**src/rtl/core/fdc_pkg.sv**
```systemverilog
// shared types and constants for the frame descramble and check unit
package fdc_pkg;

    localparam int unsigned BYTE_W   = 8;
    localparam int unsigned WORD_W   = 16;
    localparam logic [WORD_W-1:0] LEN_BIAS = 16'd6;

    typedef enum logic [2:0] {
        PH_LEN_LO  = 3'd0,
        PH_LEN_HI  = 3'd1,
        PH_ID_LO   = 3'd2,
        PH_ID_HI   = 3'd3,
        PH_PAYLOAD = 3'd4,
        PH_TRL_LO  = 3'd5,
        PH_TRL_HI  = 3'd6
    } phase_t;

    typedef struct packed {
        logic [BYTE_W-1:0] out_byte;
        logic              is_status;
        logic [WORD_W-1:0] msg_id;
        logic [WORD_W-1:0] frame_len;
        logic              check_ok;
        logic              last;
    } result_t;

endpackage

```
**src/rtl/core/fdc_deframe.sv**
```systemverilog
// header parse, payload descramble and trailer check for one byte per cycle while step is high
module fdc_deframe
    import fdc_pkg::*;
(
    input  logic                aclk,
    input  logic                aresetn,
    input  logic                step,
    input  logic [BYTE_W-1:0]   data,
    output logic                res_valid,
    output result_t             res
);

    phase_t             phase_reg, phase_next;
    logic [WORD_W-1:0]  len_reg, len_next;
    logic [WORD_W-1:0]  id_reg, id_next;
    logic [WORD_W-1:0]  left_reg, left_next;
    logic               key_sel_reg, key_sel_next;
    logic [BYTE_W-1:0]  trl_lo_reg, trl_lo_next;
    logic [WORD_W-1:0]  flen;
    logic [BYTE_W-1:0]  key;

    always_ff @(posedge aclk) begin
        if (!aresetn) begin
            phase_reg   <= PH_LEN_LO;
            len_reg     <= '0;
            id_reg      <= '0;
            left_reg    <= '0;
            key_sel_reg <= 1'b0;
            trl_lo_reg  <= '0;
        end else if (step) begin
            phase_reg   <= phase_next;
            len_reg     <= len_next;
            id_reg      <= id_next;
            left_reg    <= left_next;
            key_sel_reg <= key_sel_next;
            trl_lo_reg  <= trl_lo_next;
        end
    end

    assign flen = len_reg + LEN_BIAS;
    assign key  = key_sel_reg ? id_reg[BYTE_W-1:0] : len_reg[BYTE_W-1:0];

    always_comb begin
        phase_next   = phase_reg;
        len_next     = len_reg;
        id_next      = id_reg;
        left_next    = left_reg;
        key_sel_next = key_sel_reg;
        trl_lo_next  = trl_lo_reg;
        res_valid    = 1'b0;
        res          = '0;
        res.msg_id   = id_reg;
        res.frame_len = flen;
        unique case (phase_reg)
            PH_LEN_HI: begin
                len_next   = {data, len_reg[BYTE_W-1:0]};
                phase_next = PH_ID_LO;
            end
            PH_ID_LO: begin
                id_next    = {{(WORD_W-BYTE_W){1'b0}}, data};
                phase_next = PH_ID_HI;
            end
            PH_ID_HI: begin
                id_next      = {data, id_reg[BYTE_W-1:0]};
                left_next    = len_reg;
                key_sel_next = 1'b0;
                phase_next   = (len_reg != '0) ? PH_PAYLOAD : PH_TRL_LO;
            end
            PH_PAYLOAD: begin
                key_sel_next = ~key_sel_reg;
                left_next    = left_reg - 1'b1;
                if (left_reg == {{(WORD_W-1){1'b0}}, 1'b1}) begin
                    phase_next = PH_TRL_LO;
                end
                res_valid    = 1'b1;
                res.out_byte = data ^ key;
            end
            PH_TRL_LO: begin
                trl_lo_next = data;
                phase_next  = PH_TRL_HI;
            end
            PH_TRL_HI: begin
                phase_next    = PH_LEN_LO;
                res_valid     = 1'b1;
                res.is_status = 1'b1;
                res.check_ok  = ({data, trl_lo_reg} == flen);
                res.last      = 1'b1;
            end
            default: begin
                // first header byte, also the unused phase code
                len_next   = {{(WORD_W-BYTE_W){1'b0}}, data};
                phase_next = PH_LEN_HI;
            end
        endcase
    end

endmodule

```
**src/rtl/core/frame_descramble_check_unit.sv**
```systemverilog
// top level: input register, deframer and result register
// Takes one stream byte per cycle and gives at most one result per byte. The
// result is offered on the m_ side after the byte is taken: the byte is held
// in an input register, runs through the deframer logic, and the result lands
// in an output register when the held byte advances. Payload bytes come out
// descrambled as they arrive; the trailer's high byte yields one status result
// with last set and check_ok telling whether the trailer word matched payload
// length plus 6. Header bytes and the trailer's low byte give no result. Full
// rate holds as long as m_ready stays high; s_ready follows m_ready
// combinationally through the two stages.
module frame_descramble_check_unit
    import fdc_pkg::*;
(
    input  logic                aclk,
    input  logic                aresetn,
    input  logic                s_valid,
    output logic                s_ready,
    input  logic [BYTE_W-1:0]   s_in_byte,
    output logic                m_valid,
    input  logic                m_ready,
    output logic [BYTE_W-1:0]   m_out_byte,
    output logic                m_is_status,
    output logic [WORD_W-1:0]   m_msg_id,
    output logic [WORD_W-1:0]   m_frame_len,
    output logic                m_check_ok,
    output logic                m_last
);

    logic              in_vld_reg;
    logic [BYTE_W-1:0] in_byte_reg;
    logic              out_vld_reg;
    result_t           out_reg;
    logic              advance;
    logic              res_valid;
    result_t           res;

    // held byte moves on when the result register is free or draining
    assign advance = in_vld_reg && (!out_vld_reg || m_ready);
    assign s_ready = !in_vld_reg || advance;

    always_ff @(posedge aclk) begin
        if (!aresetn) begin
            in_vld_reg <= 1'b0;
        end else if (s_ready) begin
            in_vld_reg <= s_valid;
        end
    end

    always_ff @(posedge aclk) begin
        if (s_ready && s_valid) begin
            in_byte_reg <= s_in_byte;
        end
    end

    fdc_deframe u_deframe (
        .aclk      (aclk),
        .aresetn   (aresetn),
        .step      (advance),
        .data      (in_byte_reg),
        .res_valid (res_valid),
        .res       (res)
    );

    always_ff @(posedge aclk) begin
        if (!aresetn) begin
            out_vld_reg <= 1'b0;
        end else if (advance) begin
            out_vld_reg <= res_valid;
        end else if (m_ready) begin
            out_vld_reg <= 1'b0;
        end
    end

    always_ff @(posedge aclk) begin
        if (advance && res_valid) begin
            out_reg <= res;
        end
    end

    assign m_valid     = out_vld_reg;
    assign m_out_byte  = out_reg.out_byte;
    assign m_is_status = out_reg.is_status;
    assign m_msg_id    = out_reg.msg_id;
    assign m_frame_len = out_reg.frame_len;
    assign m_check_ok  = out_reg.check_ok;
    assign m_last      = out_reg.last;

    a_status_shape: assert property (@(posedge aclk) disable iff (!aresetn)
        m_valid && m_is_status |-> m_last && (m_out_byte == '0))
        else $error("status beat malformed");

    a_payload_shape: assert property (@(posedge aclk) disable iff (!aresetn)
        m_valid && !m_is_status |-> !m_last && !m_check_ok)
        else $error("payload beat carries status flags");

    a_no_overrun: assert property (@(posedge aclk) disable iff (!aresetn)
        in_vld_reg && out_vld_reg && !m_ready |-> !s_ready)
        else $error("input taken while both stages are stalled");

    a_out_hold: assert property (@(posedge aclk) disable iff (!aresetn)
        m_valid && !m_ready |=> m_valid && $stable(out_reg))
        else $error("result beat changed while stalled");

endmodule

```
**config.mk**
```make
export PLATFORM = sky130hd
export DESIGN_NAME = frame_descramble_check_unit
export DESIGN_NICKNAME = d
export VERILOG_FILES = /design/src/rtl/core/fdc_pkg.sv /design/src/rtl/core/fdc_deframe.sv /design/src/rtl/core/frame_descramble_check_unit.sv
export SDC_FILE = /design/constraint.sdc
export NUM_CORES = 1
export LEC_CHECK = 0
export BUFFER_PORTS_ARGS = -buffer_cell sky130_fd_sc_hd__buf_2
export CORE_MARGIN = 2
export CORE_UTILIZATION = 59
export DETAILED_ROUTE_END_ITERATION = 10
export PLACE_DENSITY = 0.8
export SLEW_MARGIN = 20
export SYNTH_ARGS = -nofsm -noshare
export SYNTH_HDL_FRONTEND = slang
export SYNTH_SLANG_ARGS = --single-unit
```
**constraint.sdc**
```tcl
create_clock -name aclk -period 3.1 [get_ports aclk]
set_input_delay 0 -clock aclk [delete_from_list [all_inputs] [get_ports aclk]]
set_output_delay 0 -clock aclk [all_outputs]
set_load 0.05 [all_outputs]
```
==> summary.txt, run 1 <==
Route
  – Routed wire length: 12090 um
  – Wire length per cell: 17.57 um
  – Vias post-DR: 4118
  – DRC violation count after routing: 0
  – Count of antenna-violating nets left after detailed routing: 0
  – Drt pass-1 iters: 8
  – Drt via density: roughly 6
  – Drt initial violations: around 380

Timing
  – Final Cycle Share: between 80% and 90%
  – Setup repair after global routing missed its margin: no
  – Final TNS setup: 0 ns
  – Fmax achieved: 390.1 MHz
  – Clock skew after layout: 0.01768 ns
  – Final count of negative-setup-slack endpoints: 0
  – Pin slew with the least headroom to its limit: 0.7397 ns
  – Relative slew margins: 50.63%
  – Hold violation count in the final report: 0
  – Final Max Slew Viols: 0
  – Min Clock Period, post-route: 2.564 ns

Place
  – Post-DP HPWL: 8135 um
  – Placed cell count: 660
  – Weighted congestion reported at the end of routability-driven placement: 0.9333
  – Placement-stage cell area: 5545 um2
  – Input/output buffers: 56

Global route
  – Residual overflow from global routing: 0
  – Maximum number of pins on one net before global-route repair: 39
  – Wire length of the first global-routing pass: 19430 um
  – Global Route Usage Sum: 25.24%
  – Antenna violations before repair: 0
  – Via count of the first global-routing pass: 3868

Floorplan
  – Floorplan die width: 98.80 um
  – Core ar.: between 8000 and 9000 um2
  – Effective utilization at floorplan: 60.80%
  – Placement Rows: 34
  – Die Y: 98.80 um
  – Overall die area: 9761 um2
  – Number of primary I/O pins: 57

Final layout
  – Proportion of layout cells with a drive suffix above 1: 17.59%
  – Area delta synth->final: 10.71%
  – Area of all placed cells without fillers: a little under 6000 um2
  – Total Nets Final: 590
  – Finished Core Util: between 60% and 70%
  – Number of antenna repair diodes: 0
  – Number of cells in the finished layout apart from fillers: 688

Synthesis
  – Mapped Area: 5303 um2
  – Part of the Yosys area used for sequential elements: 51.72%
  – Async set or reset register ratio after synthesis: 0%
  – Count of flip-flops with a built-in enable after synthesis: 50
  – Mean cell area of the mapped netlist: ~10 um2
  – Cell count after synthesis: ~530
  – Flip-flop and latch count after synthesis: 112
  – Unique cell type count in the Yosys netlist: 65
  – Most area-hungry cell type in the Yosys netlist: edfxtp_1
  – Synth Warn #: 0
  – Post-synthesis net count: ~550
  – Dominant cells by area after synthesis: edfxtp_1, dfxtp_1, mux2i_1
  – Proportion of netlist area held by the largest area contributor: 28.32%
  – Top_reg_cell synth: dfxtp_1

Power and ir drop
  – Max VDD drop: 0.3242 mV
  – Static leakage power: 2.143 nW
  – Power Density: 445.6 nW/um2

Setup path
  – Critical Path Fanout Max: 9
  – Worst R2R Start: u_deframe.len_reg[1]$_SDFFE_PN0P_
  – Beginning of the critical path: u_deframe.len_reg[1]$_SDFFE_PN0P_
  – Type of the setup path with the least slack: reg -> reg
  – Worst endpoint required time: between 3 and 4 ns
  – Arrival time of data at the critical path endpoint: 2.76 ns
  – Setup crit end kind: register
  – Element type at the critical path start: register

Run
  – MaxCap Viol Count: 0

Outcome
  – Run status: finished clean

CTS
  – TritonCTS clock tree: yes
  – Cts repair resizes: 0
  – Clock H-tree levels: 3
  – Number of buffers added for setup after CTS: 0
  – Master cell of the clock root buffer: clkbuf_8
  – TritonCTS Buffers: 9
  – Clock transition at the register clock pins on the worst setup and hold paths after CTS: 0.11 ns
  – CTS Buffer Depth: 2
  – Clock sink count: 112
  – Clk Latency, worst-skew pair: around 0.39 ns

Hold path
  – Hold Crit Start: s_in_byte[7]
  – Class of the worst hold path: in -> reg
-- worst max-delay path: stages, from the launching register on --
cell,delay [ns]
dfxtp_1,0.54
inv_1,0.11
ha_1,0.24
nand3b_4,0.22
nor3_1,0.25
xor2_1,0.24
xor2_1,0.09
or4_4,0.49
a2111oi_2,0.20
-- synthesized netlist by cell type (3+ instances only) --
cell,number
xnor2_1,16
a21oi_1,47
clkbuf_1,29
nand2b_1,5
o21ai_1,7
a22oi_1,7
nand3_1,26
or4_1,4
buf_6,6
and2_1,7
o22ai_1,3
a31oi_1,6
buf_2,5
nor4_1,4
buf_4,3
ha_1,3
a21o_1,3
o21ai_0,16
inv_1,11
nand2_1,48
nor3_1,14
dfxtp_1,62
o21a_1,3
xor2_1,19
nor2_1,53
mux2i_1,25
edfxtp_1,50
nor2b_1,4
-- layer usage --
metal	wire (um)	global-route usage [%]
met2	5959	40.85
met3	852	4.965
met5	0	0
met1	5124	34.50
met4	153	7.903
-- final timing paths --
kind                         endpoint  slack (ns)  cells after the start
min          in_byte_reg[7]$_DFFE_PP_        0.33                      2
min reg2reg    m_msg_id[11]$_DFFE_PP_        0.44                      0
max          m_check_ok$_SDFFCE_PN0P_        0.54                      8
max reg2reg  m_check_ok$_SDFFCE_PN0P_        0.54                      8
-- where the power goes --
group | switching [mW] | internal [mW] | leakage, nW
registers | 0.0463 | 1.55 | 0.915
logic | 0.0801 | 0.0669 | 1.13
clock network | 0.549 | 0.323 | 0.103
total | 0.676 | 1.94 | 2.14
-- cell type report --
type	instances	area, um2
timing repair buffer	79	483.0
fill	626	2850
sequential	112	2743
inverter	11	41.29
clock buffer	9	123.9
clock inverter	7	81.33
multi-input combinational	362	2263
tap	108	135.1
-- layout by cell type (no fill, tap or decap), drive strengths merged, types with 3 or more instances in the layout --
| cell type | synthesis | final |
|---|---|---|
| a21o | 3 | 3 |
| a21oi | 47 | 47 |
| a22oi | 7 | 7 |
| a31oi | 6 | 6 |
| and2 | 7 | 7 |
| buf | 16 | 67 |
| clkbuf | 30 | 9 |
| clkinv | 0 | 4 |
| dfxtp | 62 | 62 |
| dlygate4sd3 | 0 | 12 |
| edfxtp | 50 | 50 |
| ha | 3 | 3 |
| inv | 11 | 14 |
| mux2i | 25 | 25 |
| nand2 | 48 | 48 |
| nand2b | 5 | 5 |
| nand3 | 27 | 27 |
| nand3b | 3 | 3 |
| nand4 | 3 | 3 |
| nor2 | 55 | 55 |
| nor2b | 4 | 4 |
| nor3 | 15 | 15 |
| nor4 | 7 | 7 |
| o21a | 3 | 3 |
| o21ai | 23 | 23 |
| o221a | 3 | 3 |
| o22ai | 3 | 3 |
| or4 | 6 | 6 |
| xnor2 | 16 | 16 |
| xor2 | 19 | 19 |
-- metrics by stage --
stage                     setup slack (ns)  power, mW  hold slack (ns)
after detailed placement            0.5737      1.760           0.1783
final                               0.5364      2.616           0.3271
after CTS                           0.5370      2.627           0.3116
after global placement              0.6255      1.755           0.1782
after global routing                0.3621      2.704           0.3132
after floorplan                     0.7987      1.725          0.09887
-- kinds of logic after synthesis --
| family | share of synthesized area (%) |
|---|---|
| and+or+nand+nor | 18.64 |
| DFF | 51.72 |
| AOI/OAI and AO/OA | 12.60 |
| buffers and inverters | 5.615 |
| xor gates and xnor gates | 5.781 |
| muxes | 4.932 |
| adders and majority gates | 0.7080 |
-- repair_timing --
item | in CTS | in global routing
endpoints found under the hold margin | 15 | 0
hold buffers | 12 | 0
endpoints found under the setup margin | 0 | 0
(Power assumes the default switching activity.)
==> inputs of run 2 (changes only) <==
--- a/config.mk
+++ b/config.mk
@@ -5,11 +5,12 @@
 export SDC_FILE = /design/constraint.sdc
 export NUM_CORES = 1
 export LEC_CHECK = 0
+export ABC_AREA = 1
 export BUFFER_PORTS_ARGS = -buffer_cell sky130_fd_sc_hd__buf_2
 export CORE_MARGIN = 2
-export CORE_UTILIZATION = 59
+export CORE_UTILIZATION = 52
 export DETAILED_ROUTE_END_ITERATION = 10
-export PLACE_DENSITY = 0.8
+export PLACE_DENSITY = 0.75
 export SLEW_MARGIN = 20
 export SYNTH_ARGS = -nofsm -noshare
 export SYNTH_HDL_FRONTEND = slang
==> constraint.sdc (replaced) <==
create_clock -name aclk -period 2.1 [get_ports aclk]
set_input_delay 0 -clock aclk [delete_from_list [all_inputs] [get_ports aclk]]
set_output_delay 0 -clock aclk [all_outputs]
set_load 0.05 [all_outputs]
==> run 2 against run 1 <==
  * Synthesized cell count increased by 13%
  * Non-clock buffer count decreased by 1
  * Clock power increased by 57%
  * Wire length increased by 4.1%
  * Critical path depth unchanged
  * Final area decreased by 0.40%
  * Fmax increased by 30%
  * Largest cell class unchanged
==> summary.txt, run 2 <==
Final layout
  – Proportion of layout cells with a drive suffix above 1: 14.35% (-3.2 points)
  – Most common cell after layout, fill and taps aside: nand2_1
  – Commonest cells after routing, fill and taps aside: nand2_1, a21oi_1, inv_1
  – Area of all placed cells without fillers: 5847 um2 (-0.40%)
  – Area delta synth->final: 16.10%
  – Total Nets Final: 686 (+16%)
  – Finished Core Util: 62.68% (-4.6 points)
  – Number of antenna repair diodes: 0 (unchanged)
  – Filler cell count: 802 (+28%)
  – Number of cells in the finished layout apart from fillers: 805 (+17%)

Synthesis
  – Ranking of synthesized cells by instance count: nand2_1, a21oi_1, inv_1
  – Most area-hungry cell type in the Yosys netlist: edfxtp_1
  – Dominant cells by area after synthesis: edfxtp_1, dfxtp_1, nand2_1
  – Flip-flop and latch count after synthesis: 112 (unchanged)
  – Part of the Yosys area used for sequential elements: 54.46% (+2.7 points)
  – Mean cell area of the mapped netlist: 8.380 um2 (-16%)
  – Async set or reset register ratio after synthesis: 0% (unchanged)
  – Synth Warn #: 0 (unchanged)
  – Count of flip-flops with a built-in enable after synthesis: 50 (unchanged)
  – Most frequently used cell type in the post-synthesis netlist: nand2_1
  – Unique cell type count in the Yosys netlist: 33 (-49%)
  – Top_reg_cell synth: dfxtp_1
  – Post-synthesis net count: 616 (+13%)
  – Mapped Area: 5036 um2 (-5.0%)
  – Proportion of netlist area held by the largest area contributor: 29.81% (+1.5 points)
  – Cell count after synthesis: 601 (+13%)

Timing
  – Pin slew with the least headroom to its limit: 0.7010 ns (-0.03872 ns)
  – Hold violation count in the final report: 0 (unchanged)
  – Setup repair after global routing missed its margin: yes
  – Fmax achieved: 507.7 MHz (+30%)
  – Final count of negative-setup-slack endpoints: 0 (unchanged)
  – Relative slew margins: 52.98% (+2.3 points)
  – Setup ws final: 0.1302 ns (-0.4062 ns)
  – Final Max Slew Viols: 0 (unchanged)
  – Final TNS setup: 0 ns (unchanged)
  – Clock skew after layout: 0.01183 ns (-0.005848 ns)
  – Worst-case hold slack: 0.1344 ns (-0.1927 ns)
  – Min Clock Period, post-route: 1.970 ns (-0.5938 ns)
  – Final Cycle Share: 93.80% (+11 points)

Setup path
  – Critical Path Fanout Max: 19 (+10)
  – Arrival time of data at the critical path endpoint: 2.25 ns (-0.51 ns)
  – Terminus of the critical flop-to-flop path: u_deframe.left_reg[14]$_SDFFE_PN0P_
  – Reg-to-reg slack, setup: 0.13 ns (-0.41 ns)
  – Type of the setup path with the least slack: reg -> reg
  – Worst endpoint required time: 2.38 ns (-0.92 ns)
  – Worst reg-to-reg path cell count: 8 (unchanged)
  – Element type at the critical path start: register
  – Setup crit end kind: register
  – Worst R2R Start: u_deframe.phase_reg[0]$_SDFFE_PN0P_

CTS
  – TritonCTS clock tree: yes
  – Clock transition at the register clock pins on the worst setup and hold paths after CTS: 0.11 ns (about the same)
  – Clock sink count: 112 (unchanged)
  – Clock H-tree levels: 3 (unchanged)
  – Clk Latency, worst-skew pair: 0.37 ns (-0.02 ns)
  – CTS Buffer Depth: 2 (unchanged)
  – Master cell of the clock root buffer: clkbuf_8
  – TritonCTS Buffers: 9 (unchanged)
  – Number of buffers added for setup after CTS: 0 (unchanged)

Route
  – Wire length per cell: 15.63 um (-11%)
  – Drt initial violations: 374 (-1.1%)
  – Count of antenna-violating nets left after detailed routing: 0 (unchanged)
  – Drt pass-1 iters: 5 (-3)
  – Drt via density: 5.518 (-7.8%)
  – Vias post-DR: 4442 (+7.9%)
  – DRC violation count after routing: 0 (unchanged)
  – Routed wire length: 12580 um (+4.1%)

Floorplan
  – Die Y: 102.4 um (+3.7%)
  – Effective utilization at floorplan: 53.99% (-6.8 points)
  – Core ar.: 9328 um2 (+7.0%)
  – Placement Rows: 35 (+2.9%)
  – Number of primary I/O pins: 57 (unchanged)
  – Floorplan die width: 102.4 um (+3.7%)
  – Overall die area: 10490 um2 (+7.4%)

Hold path
  – Worst hold path depth: 4 (+2)
  – Hold Crit Start: aresetn
  – Class of the worst hold path: in -> reg
  – Hold Crit Endpoint: u_deframe.len_reg[6]$_SDFFE_PN0P_

Global route
  – Via count of the first global-routing pass: 4142 (+7.1%)
  – Maximum number of pins on one net before global-route repair: 41 (+5.1%)
  – Residual overflow from global routing: 0 (unchanged)
  – Wire length of the first global-routing pass: 20130 um (+3.6%)
  – Global Route Usage Sum: 25.13% (-0.11 points)
  – Antenna violations before repair: 0 (unchanged)

Power and ir drop
  – Total power draw: 4.353 mW (+66%)
  – Static leakage power: 2.325 nW (+8.5%)
  – Power Density: 744.5 nW/um2 (+67%)
  – Max VDD drop: 0.4585 mV (+41%)

Place
  – Worst-case setup slack after placement: 0.1697 ns (-0.4040 ns)
  – Placement-stage cell area: 5512 um2 (-0.61%)
  – Post-DP HPWL: 9026 um (+11%)
  – Placed cell count: 778 (+18%)
  – Weighted congestion reported at the end of routability-driven placement: 0.8811 (-5.6%)
  – Input/output buffers: 56 (unchanged)

Outcome
  – Run status: finished clean

Run
  – MaxCap Viol Count: 0 (unchanged)
[run 2: final cells by class]
type,instances,area (um2),area share [%]
multi-input cells,403,1984,33.94
clock buffers,10,127.6,2.183
well taps,129,161.4,2.761
clock inverters,6,88.84,1.519
repair buffers,78,485.5,8.303
flip-flops and latches,112,2748,46.99
inverters,67,251.5,4.301
[run 2: worst max-delay path, cell delays in order (launching register included)]
cell and delay, ns:
dfxtp_1 0.48, inv_1 0.14, nand3_2 0.09, nand2_1 0.09, nand2_1 0.10, clkinv_1 0.40, o21ai_0 0.26, o21ai_0 0.13
a21oi_1 0.17
[run 2: worst max path at each step]
stage	start	slack, ns	depth (start not counted)	to
6_report	u_deframe.phase_reg[0]$_SDFFE_PN0P_	0.13	8	u_deframe.left_reg[14]$_SDFFE_PN0P_
5_1_grt	u_deframe.len_reg[1]$_SDFFE_PN0P_	-0.0002	13	m_check_ok$_SDFFCE_PN0P_
4_1_cts	u_deframe.len_reg[1]$_SDFFE_PN0P_	0.12	13	m_check_ok$_SDFFCE_PN0P_
3_5_place_dp	u_deframe.len_reg[1]$_SDFFE_PN0P_	0.17	12	m_check_ok$_SDFFCE_PN0P_
3_3_place_gp	u_deframe.len_reg[1]$_SDFFE_PN0P_	0.27	10	m_check_ok$_SDFFCE_PN0P_
2_1_floorplan	m_valid$_SDFFE_PN0P_	0.004	5	u_deframe.key_sel_reg$_SDFFE_PN0P_
[run 2: cells by family (layout without fill, tap and decap cells)]
logic type | Yosys count | in the layout | synth area share (%)
simple gates | 237 | 237 | 19.63
fa+ha+maj | 3 | 3 | 0.7454
flops | 112 | 112 | 54.46
xor+xnor | 6 | 6 | 1.317
buf+inv | 86 | 161 | 6.708
compound gates | 157 | 157 | 17.14
[run 2: power by group]
part	total (mW)	leakage (nW)	switching [mW]	internal [mW]
registers	2.42	0.937	0.0729	2.35
clock network	1.37	0.107	0.787	0.586
logic	0.558	1.28	0.384	0.174
[run 2: timing repair]
item | CTS | global route
resized for setup | 0 | 6
hold buffers | 11 | 0
endpoints found under the setup margin | 0 | 9
hold endpoints to repair | 10 | 0
[run 2: per-layer routing]
metal / up-vias / GRT usage (%) / wire length, um
li1: 2181 / - / -
met1: 2048 / 32.57 / 5315
met2: 184 / 43.17 / 6158
met3: 29 / 2.941 / 805
met4: 0 / 9.846 / 304
met5: - / 0 / 0
